<file path="src/fqs_pkg.sv">
// shared definitions for the fifo queue with search block
// operation codes, status codes and the result record; no dependencies
package fqs_pkg;

  // operation codes carried in the input tuser
  localparam logic [1:0] MODE_ENQ  = 2'd0;
  localparam logic [1:0] MODE_DEQ  = 2'd1;
  localparam logic [1:0] MODE_SRCH = 2'd2;

  // status codes carried in the output tuser
  localparam logic [1:0] STAT_OK       = 2'd0;
  localparam logic [1:0] STAT_EMPTY    = 2'd1;
  localparam logic [1:0] STAT_FULL     = 2'd2;
  localparam logic [1:0] STAT_NOTFOUND = 2'd3;

  // fixed field widths of the result item
  localparam int unsigned REM_W = 32;
  localparam int unsigned POS_W = 6;
  localparam int unsigned OCC_W = 5;

  typedef struct packed {
    logic [1:0]             status;
    logic [REM_W-1:0]       removed_value;
    logic [POS_W-1:0]       position;
    logic [OCC_W-1:0]       occupancy;
  } res_t;

endpackage

</file>
<file path="src/fqs_store.sv">
// ring entry store of the fifo queue with search block
// one write port and one read port with registered read data; no dependencies
module fqs_store #(
  parameter int unsigned DEPTH = 16,
  parameter int unsigned DW    = 32,
  parameter int unsigned AW    = 4
) (
  input  logic          clk,
  input  logic          wr_en,
  input  logic [AW-1:0] wr_addr,
  input  logic [DW-1:0] wr_data,
  input  logic [AW-1:0] rd_addr,
  output logic [DW-1:0] rd_data
);

  logic [DW-1:0] mem [DEPTH];
  logic [DW-1:0] rd_data_r;

  always_ff @(posedge clk) begin
    if (wr_en) begin
      mem[wr_addr] <= wr_data;
    end
  end

  always_ff @(posedge clk) begin
    rd_data_r <= mem[rd_addr];
  end

  assign rd_data = rd_data_r;

endmodule

</file>
<file path="src/fifo_queue_with_search.sv">
// top level of the fifo queue with search block
// sequencer, ring pointers and output register; uses fqs_pkg and fqs_store
//
// usage
//   input channel in_*: one item is an operation; in_tuser selects it
//   (enqueue, dequeue, search) and in_tdata carries the value or search key.
//   output channel out_*: exactly one result item per input item, in order;
//   out_tuser is the status, out_tdata holds removed value, position and
//   occupancy after the operation.
// timing
//   in_tready is high only while the sequencer is idle, one item at a time.
//   enqueue: the result goes from the pending register to the output register.
//   dequeue: passes through S_DEQ for the registered read of the store.
//   search: compares at most DEPTH entries and stops at the first hit; one
//   comparator walks the store one entry a cycle from the head,
//   fed by the single read port.
// reset
//   rst_n low clears pointers, count, sequencer and output valid; the store
//   itself is not cleared, entries are read only after being written.
// stall
//   a finished result waits in the output register; the sequencer holds the
//   next result until that register is free, and inputs wait meanwhile.
module fifo_queue_with_search #(
  parameter int unsigned DEPTH      = 16,
  parameter int unsigned DATA_WIDTH = 32
) (
  input  logic        clk,
  input  logic        rst_n,
  input  logic        in_tvalid,
  output logic        in_tready,
  input  logic [31:0] in_tdata,   // [31:0] value
  input  logic [1:0]  in_tuser,   // [1:0] mode
  output logic        out_tvalid,
  input  logic        out_tready,
  output logic [47:0] out_tdata,  // [31:0] removed_value, [37:32] position,
                                  // [42:38] occupancy, [47:43] zero
  output logic [1:0]  out_tuser   // [1:0] status
);

  import fqs_pkg::*;

  localparam int unsigned AW = $clog2(DEPTH);
  localparam int unsigned CW = $clog2(DEPTH + 1);
  // value width wide enough for both the port field and a stored entry
  localparam int unsigned XW = (DATA_WIDTH > REM_W) ? DATA_WIDTH : REM_W;

  // sequencer states
  localparam logic [1:0] S_IDLE = 2'd0;
  localparam logic [1:0] S_DEQ  = 2'd1;
  localparam logic [1:0] S_SCAN = 2'd2;
  localparam logic [1:0] S_DONE = 2'd3;

  logic [1:0]            state_r, state_nxt;
  logic [AW-1:0]         head_r, head_nxt;
  logic [AW-1:0]         tail_r, tail_nxt;
  logic [CW-1:0]         count_r, count_nxt;
  logic [AW-1:0]         scan_addr_r, scan_addr_nxt;
  logic [AW-1:0]         scan_i_r, scan_i_nxt;
  logic [DATA_WIDTH-1:0] key_r, key_nxt;
  res_t                  pend_r, pend_nxt;
  res_t                  res_r, res_nxt;
  logic                  out_valid_r, out_valid_nxt;

  logic                  in_acc;
  logic [1:0]            in_mode;
  logic signed [31:0]    in_value;
  logic signed [XW-1:0]  in_value_ext;
  logic [DATA_WIDTH-1:0] in_key;

  logic                  wr_en;
  logic [AW-1:0]         rd_addr;
  logic [DATA_WIDTH-1:0] rd_data;
  logic signed [DATA_WIDTH-1:0] rd_data_s;
  logic signed [XW-1:0]  rd_data_ext;

  logic                  hit;
  logic [CW-1:0]         scan_i_inc;
  logic [AW+6:0]         pos_w;
  logic [CW+5:0]         occ_now_w;
  logic [CW+5:0]         occ_inc_w;
  logic [CW+5:0]         occ_dec_w;

  function automatic logic [AW-1:0] next_slot(input logic [AW-1:0] a);
    next_slot = (a == AW'(DEPTH - 1)) ? '0 : a + AW'(1);
  endfunction

  assign in_mode      = in_tuser;
  assign in_value     = in_tdata;
  assign in_value_ext = XW'(in_value);
  assign in_key       = in_value_ext[DATA_WIDTH-1:0];
  assign in_tready    = (state_r == S_IDLE);
  assign in_acc       = in_tvalid && in_tready;

  // store: write at tail on an accepted enqueue with room
  assign wr_en   = in_acc && (in_mode == MODE_ENQ) && (count_r != CW'(DEPTH));
  // read port follows the head, or the entry after the one under compare
  assign rd_addr = (state_r == S_SCAN) ? next_slot(scan_addr_r) : head_r;

  fqs_store #(
    .DEPTH (DEPTH),
    .DW    (DATA_WIDTH),
    .AW    (AW)
  ) u_store (
    .clk     (clk),
    .wr_en   (wr_en),
    .wr_addr (tail_r),
    .wr_data (in_key),
    .rd_addr (rd_addr),
    .rd_data (rd_data)
  );

  // removed value sign-extended or truncated to the port width
  assign rd_data_s   = rd_data;
  assign rd_data_ext = XW'(rd_data_s);

  // shared comparator and scan bookkeeping
  assign hit        = (rd_data == key_r);
  assign scan_i_inc = CW'(scan_i_r) + CW'(1);
  assign pos_w      = (AW + 7)'(scan_i_r) + (AW + 7)'(1);

  // occupancy fields masked to the port width
  assign occ_now_w = (CW + 6)'(count_r);
  assign occ_inc_w = (CW + 6)'(count_r) + (CW + 6)'(1);
  assign occ_dec_w = (CW + 6)'(count_r) - (CW + 6)'(1);

  always_comb begin
    state_nxt     = state_r;
    head_nxt      = head_r;
    tail_nxt      = tail_r;
    count_nxt     = count_r;
    scan_addr_nxt = scan_addr_r;
    scan_i_nxt    = scan_i_r;
    key_nxt       = key_r;
    pend_nxt      = pend_r;
    res_nxt       = res_r;
    out_valid_nxt = out_valid_r;

    if (out_valid_r && out_tready) begin
      out_valid_nxt = 1'b0;
    end

    unique case (state_r)
      S_IDLE: begin
        if (in_acc) begin
          pend_nxt.status        = STAT_OK;
          pend_nxt.removed_value = '0;
          pend_nxt.position      = '0;
          pend_nxt.occupancy     = occ_now_w[OCC_W-1:0];
          state_nxt              = S_DONE;
          unique case (in_mode)
            MODE_ENQ: begin
              if (count_r == CW'(DEPTH)) begin
                pend_nxt.status = STAT_FULL;
              end else begin
                tail_nxt           = next_slot(tail_r);
                count_nxt          = count_r + CW'(1);
                pend_nxt.occupancy = occ_inc_w[OCC_W-1:0];
              end
            end
            MODE_DEQ: begin
              if (count_r == '0) begin
                pend_nxt.status = STAT_EMPTY;
              end else begin
                state_nxt = S_DEQ;
              end
            end
            MODE_SRCH: begin
              key_nxt       = in_key;
              scan_addr_nxt = head_r;
              scan_i_nxt    = '0;
              if (count_r == '0) begin
                pend_nxt.status   = STAT_NOTFOUND;
                pend_nxt.position = '1;
              end else begin
                state_nxt = S_SCAN;
              end
            end
            default: begin
              // no operation, occupancy only
            end
          endcase
        end
      end
      S_DEQ: begin
        pend_nxt.removed_value = rd_data_ext[REM_W-1:0];
        pend_nxt.occupancy     = occ_dec_w[OCC_W-1:0];
        head_nxt               = next_slot(head_r);
        count_nxt              = count_r - CW'(1);
        state_nxt              = S_DONE;
      end
      S_SCAN: begin
        if (hit) begin
          pend_nxt.position = pos_w[POS_W-1:0];
          state_nxt         = S_DONE;
        end else if (scan_i_inc >= count_r) begin
          pend_nxt.status   = STAT_NOTFOUND;
          pend_nxt.position = '1;
          state_nxt         = S_DONE;
        end else begin
          scan_i_nxt    = scan_i_r + AW'(1);
          scan_addr_nxt = next_slot(scan_addr_r);
        end
      end
      S_DONE: begin
        // hand the result over once the output register is free
        if (!out_valid_r || out_tready) begin
          res_nxt       = pend_r;
          out_valid_nxt = 1'b1;
          state_nxt     = S_IDLE;
        end
      end
      default: begin
        state_nxt = S_IDLE;
      end
    endcase
  end

  always_ff @(posedge clk) begin
    if (!rst_n) begin
      state_r     <= S_IDLE;
      head_r      <= '0;
      tail_r      <= '0;
      count_r     <= '0;
      out_valid_r <= 1'b0;
    end else begin
      state_r     <= state_nxt;
      head_r      <= head_nxt;
      tail_r      <= tail_nxt;
      count_r     <= count_nxt;
      out_valid_r <= out_valid_nxt;
    end
  end

  // payload registers, no reset needed
  always_ff @(posedge clk) begin
    scan_addr_r <= scan_addr_nxt;
    scan_i_r    <= scan_i_nxt;
    key_r       <= key_nxt;
    pend_r      <= pend_nxt;
    res_r       <= res_nxt;
  end

  assign out_tvalid = out_valid_r;
  assign out_tuser  = res_r.status;
  assign out_tdata  = {5'd0, res_r.occupancy, res_r.position, res_r.removed_value};

endmodule
</file>
<file path="config.mk">
export PLATFORM = sky130hd
export DESIGN_NAME = fifo_queue_with_search
export DESIGN_NICKNAME = d
export VERILOG_FILES = /design/src/fqs_pkg.sv /design/src/fqs_store.sv /design/src/fifo_queue_with_search.sv
export SDC_FILE = /design/constraint.sdc
export NUM_CORES = 1
export LEC_CHECK = 0
export ABC_CLOCK_PERIOD_IN_PS = 16700
export BUFFER_PORTS_ARGS = -buffer_cell sky130_fd_sc_hd__buf_2
export CORE_MARGIN = 4
export CORE_UTILIZATION = 35
export DETAILED_ROUTE_END_ITERATION = 8
export GPL_TIMING_DRIVEN = 1
export RECOVER_POWER = 50
export SLEW_MARGIN = 20
export SYNTH_ARGS = -nofsm -noshare
export SYNTH_HDL_FRONTEND = slang
export SYNTH_SLANG_ARGS = --single-unit
</file>
<file path="constraint.sdc">
create_clock -name clk -period 16.7 [get_ports clk]
set_input_delay 5.01 -clock clk [delete_from_list [all_inputs] [get_ports clk]]
set_output_delay 5.01 -clock clk [all_outputs]
set_load 0.1 [all_outputs]
</file>
* After elaboration in Yosys (flattened, before gate mapping)
Memory sizes are Yosys's and may differ from the RTL's. A register that Yosys moved wholly into a read port is not among the register bits.
Cells that the tools add are included.
** Word-level totals
- Register bits :: 146
- RAM bits :: 512
- Input bits :: 38
- Output and inout port bits :: 52
- Memories :: 1
** Memory list
- u_store.mem :: depth 16, bits a word 32, read ports 1, clocked after Yosys merged registers in 1, wr ports 1, RTL line fqs_store.sv:16 : logic [DW-1:0] mem [DEPTH];
** Operators by class
- Add/subtract/negate cells :: 10
- Magnitude comparators :: 1
- Eq/ne operators :: 20
- Muxes and demuxes :: 47
- Bitwise gates (word level) :: 1
- Reductions and logical operators :: 20
** Operators with widths (number)
- 32-bit case mux with 2 select lines :: 1
- 4-bit 2-to-1 mux :: 12
- 45-bit 2-to-1 mux :: 1
- 32-bit equality test :: 1
- 5-bit 2-to-1 mux :: 5
- 6-bit 2-to-1 mux :: 4
- 5-bit case mux with 2 select lines :: 2
- 4-bit by 1-bit adder with 4-bit output, second input constant :: 4
- 2-bit 2-to-1 mux :: 8
- 4-bit case mux with 2 select lines :: 2
- 4-bit equality test, second input constant :: 3
- 6-bit case mux with 2 select lines :: 1
- 4-bit AND reduction :: 3
- 4-bit by 1-bit adder with 5-bit output, second input constant :: 2
- 5-bit by 1-bit adder with 5-bit output, second input constant :: 2
- 5-bit by 1-bit subtractor with 5-bit output, second input constant :: 2
- 3-bit AND reduction :: 3
- 2-bit by 1-bit inequality test with 1-bit output, second input constant :: 4
- 2-bit inequality test, second input constant :: 4
- 2-bit case mux with 2 select lines :: 2
- 2-bit case mux with 4 select lines :: 1
- 1-bit 2-to-1 mux :: 7
- 2-bit equality test, second input constant :: 3
- 2-bit case mux with 3 select lines :: 1
- 14 further kinds :: 21

* Depth between registers and ports, before layout
Gate-level depths: netlist of run 1.
- Depth after elaboration :: 6
- Mapped depth :: 13
- Mapped depth without buffers :: 9

* By module
From an unflattened synthesis of run 1, not the netlist that was laid out.
** Second synthesis, totals
- Cells, all modules :: 1241
- Area total of the unflattened synthesis :: 25841.0 um^2
** Modules (own cells, without submodules)
- fqs_store :: times used 1, cells an instance 838, area an instance 19835.3 um^2
- fifo_queue_with_search :: times used 1, cells an instance 403, area an instance 6005.8 um^2

* Least setup slack after synthesis of run 1
Ideal clock, no wire load.
- Path type :: input -> register
- Start point :: in in_tuser[0]
- End point :: mem u_store.mem[3][0] (enable)
- Library setup time :: 0.461 ns
- Arrival time :: 8.284 ns
- Required time :: 16.239 ns
- Setup slack :: 7.955 ns
- Cell stages on the path :: 7
- Buffers on the path :: 1
- Cell sequence :: inv_1 -> ha_1 -> clkbuf_1 -> inv_1 -> nor3b_2 -> nand2_1 -> nor3_1
** Between the ends
- Word-level cells in the longest chain between the ends :: 5
** RTL lines
- start: declaration :: RTL line fifo_queue_with_search.sv:32 : input logic [1:0] in_tuser,
- 2-bit logical NOT :: RTL line fifo_queue_with_search.sv:95 : assign wr_en = in_acc && (in_mode == MODE_ENQ) && (count_r != CW'(DEPTH));
- 1-bit logical AND (2 in a row) :: RTL line fifo_queue_with_search.sv:95
- 1-bit 2-to-1 mux :: RTL line fqs_store.sv:20 : if (wr_en) begin
- 1-bit 2-to-1 mux (implied by the code) :: RTL line fqs_store.sv:21 : mem[wr_addr] <= wr_data;
- end: declaration :: RTL line fqs_store.sv:16
Every way passes these cells.

* Worst setup path in the final report of run 1
- Start point :: in in_tuser[0]
- End point :: mem u_store.mem[11][0] (enable)
Same word-level chain as after synthesis.

==> results of run 1 <==
## cell usage after synthesis (all sizes together), types with 9 or more instances
master   instances  area share [%]
buf             54             1.4
nand3           11            0.20
ha              23             1.0
nor4             9            0.20
clkbuf          51            0.69
dfxtp           48             3.4
inv            121             1.6
nand2           23            0.31
o211ai         192             5.2
a21oi           19            0.35
xnor2           10            0.31
mux2i          260             9.3
o2111ai         34             1.1
mux2            32             1.3
edfxtp         642              69
xor2            35             1.1
and2            41            0.92
nor2            23            0.31
nor3             9            0.16
## metal layers
layer  routed length (um)  track usage (%)
met3                 4560             3.00
met5                    0                0
met4                 1640             4.51
met2                30200             23.8
met1                29100             21.4
## path summary, 6_finish.rpt
kind | startpoint | endpoint | cells after the start
setup / recovery | in_tuser[0] | u_store.mem[11][0] | 7
hold / removal | pend_r[21] | out_tdata[10] | 0
setup reg to reg | state_r[0] | u_store.rd_data[10] | 7
hold reg to reg | pend_r[21] | out_tdata[10] | 0
## cells by family after synthesis
family / synth area share, %
flops: 72.6
buf+inv: 3.73
simple gates: 2.92
compound gates: 7.71
xor+xnor: 1.41
mux: 10.6
fa+ha+maj: 1.03
other cells: 0.0134
## registers in the layout (all words and copies together) (netlist names), 2 cells and up
name             flops
count_r              5
head_r               4
key_r               32
out_tdata           43
out_tuser            2
pend_r              45
scan_addr_r          4
scan_i_r             4
state_r              2
tail_r               4
u_store.mem        512
u_store.rd_data     32
## final cells by class
class	instances	area share, %
inverters	121	1.45
repair buffers	110	2.21
well taps	1050	4.13
multi-input cells	796	21.4
clock inverters	28	0.869
flip-flops and latches	690	63.6
clock buffers	104	6.33
## worst max-delay path, stage by stage
cell and delay (ns):
clkbuf_1 0.11, inv_1 0.09, ha_1 0.32, inv_1 0.12
nor3b_2 0.69, nand2_1 0.43, nor2_4 0.93
## power breakdown
part           switching [W]  total, W  internal [W]
logic               0.000838   0.00123      0.000397
registers          0.0000722   0.00214       0.00207
clock network       0.000648   0.00156      0.000907
## through the flow
step           power (W)  utilization, %  hold slack [ns]  instances  area, sq um
2_1_floorplan    0.00304               -            0.400       1712        27900
3_3_place_gp     0.00339            37.3            0.403       2759        29400
3_5_place_dp     0.00340            37.3            0.405       2759        29400
4_1_cts          0.00496            40.2            0.418       2891        31700
5_1_grt          0.00513            40.3            0.423       2899        31800
6_report         0.00493            40.3            0.417       2899        31800
==> impl_metrics.json, run 1 <==
{
  "die_y_um": 290,
  "synth_area_sq_mm": 0.0279,
  "place_hpwl_mm": 39.1,
  "antenna_found_initial": 2,
  "setup_violations": 0,
  "fin_tns_setup_ns": 0,
  "synth_cell_types": 59,
  "yosys_warnings": 0,
  "root_buffer": "clkbuf_16",
  "diodes": 0,
  "end_kind": "register",
  "max_freq_mhz": 133,
  "status": "finished with violations",
  "tightest_slew_ns": 3.06,
  "die_w_um": 290,
  "vdd_ir_drop_max_mv": 0.110,
  "n_fill_cell": 7154,
  "netlist_instances": 1708,
  "synthFlopType": "edfxtp_1",
  "routed_wirelength_mm": 65.4,
  "cts_tree": "done",
  "htree_levels": 3,
  "cap_violations": 5,
  "nNetsFinal": 1853,
  "async_reset_ff_share_pct": 0,
  "drive_gt1_share_pct": 11.0,
  "criticalPathCategory": "primary input to register",
  "ios": 90,
  "dieArea_sq_mm": 0.0843,
  "hold_buffers": 0,
  "cellLeakagePower_nw": 11.5,
  "fin_ws_ns": 9.19,
  "globalRoute.totalOverflow": 0,
  "reg2reg_slack_ns": 9.82,
  "rows": 103,
  "mostFrequentLayoutCells": "edfxtp_1 (642), mux2i_1 (260), o211ai_1 (192)",
  "cts-buffers-inserted": 73,
  "drv_slew": 200,
  "core_sq_mm": 0.0790,
  "grt_pass1_wl_mm": 97.0,
  "clock_latency_ns": 0.63,
  "routedWlPerCell_um": 22.6,
  "drt-pass1-iter-count": 5,
  "dp_slack_ns": 8.55,
  "cp.required_ns": 16.92,
  "cts_setup_buffers": 0,
  "clock-sinks": 690,
  "rsz0062_at_grt": "no",
  "grt_pass1_vias": 15000,
  "start_util_pct": 35.3,
  "hold_viol": 0,
  "antenna_left": 0,
  "violations": "capacitance limit, slew limit",
  "syn_to_final_growth_pct": 14.1,
  "slew_headroom_pct": -104,
  "clockBufferDepth": 3,
  "grt_max_degree": 129,
  "via_count": 15000,
  "cts_resized": 0,
  "grt_usage_pct": 15.2,
  "min-delay-path-class": "register to register",
  "power.density_mw_per_mm2": 155,
  "setup.worst_path.start_class": "primary input",
  "period_minus_slack_ns": 7.51,
  "layout_commonest_cell": "edfxtp_1",
  "ys_ff_latch": 690,
  "post_drt_via_cell_ratio": 5.17,
  "seq_area_sq_mm": 0.0202,
  "first_iter_violations": 1354,
  "multiInputGateArea_sq_mm": 0.00683,
  "routabilityCongestion": 0.818,
  "synth_edf_count": 642,
  "synth.avg_cell_area_sq_um": 16.3,
  "finalCritPeriodShare_pct": 45.0,
  "path_clk_slew_ns": 0.05,
  "drc": 0,
  "worst-path-max-fanout": 32,
  "skew_ns": 0.0336,
  "worstPathArrival_ns": 7.73,
  "io_buffers": 84,
  "synth_seq_area_share_pct": 72.6
}
Power figures use the tool's default switching activity.
==> inputs of run 2 (changes only) <==
--- a/config.mk
+++ b/config.mk
@@ -5,7 +5,7 @@
 export SDC_FILE = /design/constraint.sdc
 export NUM_CORES = 1
 export LEC_CHECK = 0
-export ABC_CLOCK_PERIOD_IN_PS = 16700
+export ABC_CLOCK_PERIOD_IN_PS = 7880
 export BUFFER_PORTS_ARGS = -buffer_cell sky130_fd_sc_hd__buf_2
 export CORE_MARGIN = 4
 export CORE_UTILIZATION = 35
==> constraint.sdc (replaced) <==
create_clock -name clk -period 7.88 [get_ports clk]
set_input_delay 2.364 -clock clk [delete_from_list [all_inputs] [get_ports clk]]
set_output_delay 2.364 -clock clk [all_outputs]
set_load 0.1 [all_outputs]
==> run 2 against run 1 <==
  * Critical path type is now register to register
  * First-iteration DRC count shrank 14%
  * The run still ends with capacitance limit, slew limit left
  * Global-route usage shrank 0.18 points
  * Critical path depth grew 2
==> impl_metrics.json, run 2 (synthesis results as in run 1) <==
{
  "status": "finished with violations",
  "violations": "capacitance limit, slew limit",
  "top_register": "u_store.mem",
  "diodes": 0,
  "cap_violations": 5,
  "place_hpwl_mm": 38.6,
  "cts_tree": "done",
  "placed_cells": 2767,
  "hold_start": "pend_r[34]",
  "antenna_left": 0,
  "cts_resized": 0,
  "vdd_ir_drop_max_mv": 0.191,
  "max_freq_mhz": 172,
  "grt_pass1_vias": 14900,
  "rows": 103,
  "utilization_pct": 40.2,
  "slew_headroom_pct": -76.5,
  "drive_gt1_share_pct": 11.4,
  "hold_buffers": 0,
  "tightest_slew_ns": 2.65,
  "routed_wirelength_mm": 64.5,
  "post_dp_cell_area_sq_mm": 0.0296,
  "antenna_found_initial": 1,
  "worstPathArrival_ns": 6.27,
  "drc": 0,
  "dieArea_sq_mm": 0.0843,
  "root_buffer": "clkbuf_16",
  "hold_viol": 0,
  "fin_tns_setup_ns": 0,
  "clock_latency_ns": 0.61,
  "cts_setup_buffers": 0,
  "drv_slew": 193,
  "syn_to_final_growth_pct": 14.0,
  "period_minus_slack_ns": 5.81,
  "globalRoute.totalOverflow": 0,
  "skew_ns": 0.0179,
  "r2r_start": "state_r[0]",
  "min-delay-path-class": "register to register",
  "cts-buffers-inserted": 71,
  "grt_pass1_wl_mm": 96.0,
  "fin_area_sq_mm": 0.0318,
  "clockBufferDepth": 3,
  "die_w_um": 290,
  "final_cells": 2900,
  "routabilityCongestion": 0.791,
  "cp.required_ns": 8.34,
  "end_kind": "register",
  "post_drt_via_cell_ratio": 5.16,
  "htree_levels": 3,
  "setup_violations": 0,
  "via_count": 15000,
  "clock-sinks": 690,
  "routedWlPerCell_um": 22.2,
  "power.density_mw_per_mm2": 323,
  "criticalPathCategory": "register to register",
  "start_util_pct": 35.3,
  "path_clk_slew_ns": 0.06,
  "layout_commonest_cell": "edfxtp_1",
  "finalCritPeriodShare_pct": 73.8,
  "ios": 90,
  "drt-pass1-iter-count": 7,
  "hold_ws_ns": 0.410,
  "die_y_um": 290,
  "first_iter_violations": 1162,
  "nNetsFinal": 1854,
  "core_sq_mm": 0.0790,
  "grt_usage_pct": 15.0,
  "cellLeakagePower_nw": 11.5,
  "grt_max_degree": 117,
  "startpoint": "state_r[0]",
  "mostFrequentLayoutCells": "edfxtp_1 (642), mux2i_1 (260), o211ai_1 (192)",
  "worst-path-max-fanout": 72,
  "largest_register_ffs": 512,
  "io_buffers": 84,
  "setup.worst_path.start_class": "register",
  "rsz0062_at_grt": "no"
}
run 2: cell types whose count changed in the layout (fill, tap and decap cells not counted), moves of 2 or more:
cell | previous run | this run
buf_4 | 14 | 19
clkinv_2 | 5 | 10
clkinv_1 | 12 | 8
bufinv_16 | 4 | 2
clkbuf_1 | 64 | 62
clkinv_4 | 0 | 2
run 2: report_power, final:
part           leakage, nW  switching (W)  internal, W
Clock                 1.08        0.00134      0.00184
Combinational         4.20        0.00172     0.000828
Sequential            6.23       0.000177      0.00438
run 2: layer usage:
metal  up-vias  GRT usage (%)  wire length, um
met5         -              0                0
met4         0           4.25             1480
met3        97           3.35             4180
met2       445           23.6            30200
met1      7644           20.9            28700
li1       6783              -                -
run 2: layout make-up:
type / count / area, sq um
timing repair buffer: 113 / 733
clock inverter: 26 / 199
inverter: 121 / 460
fill: 7060 / 47200
multi-input combinational: 796 / 6830
tap: 1050 / 1310
sequential: 690 / 20200
clock buffer: 104 / 2000
run 2: worst max-delay path, cell delays in order (launching register included):
cell	delay [ns]
dfxtp_1	0.35
inv_1	0.11
ha_1	0.69
clkinvlp_2	1.76
o21a_4	0.77
inv_6	0.58
buf_4	0.55
mux2i_1	0.15
mux2i_1	0.49
mux2i_1	0.15
run 2: worst paths after layout:
kind                                       endpoint  slack [ns]  cells after the start
worst max-delay path            u_store.rd_data[21]        2.07                      9
worst min-delay path                  out_tdata[23]        0.41                      0
worst max register to register  u_store.rd_data[21]        2.07                      9
worst min register to register        out_tdata[23]        0.41                      0
run 2: metrics by stage:
stage / worst slack [ns] / total power (W)
3_5_place_dp: 2.40 / 0.00719
4_1_cts: 3.03 / 0.0104
6_report: 2.07 / 0.0103
3_3_place_gp: 2.42 / 0.00715
5_1_grt: 1.66 / 0.0107
2_1_floorplan: 1.78 / 0.00644
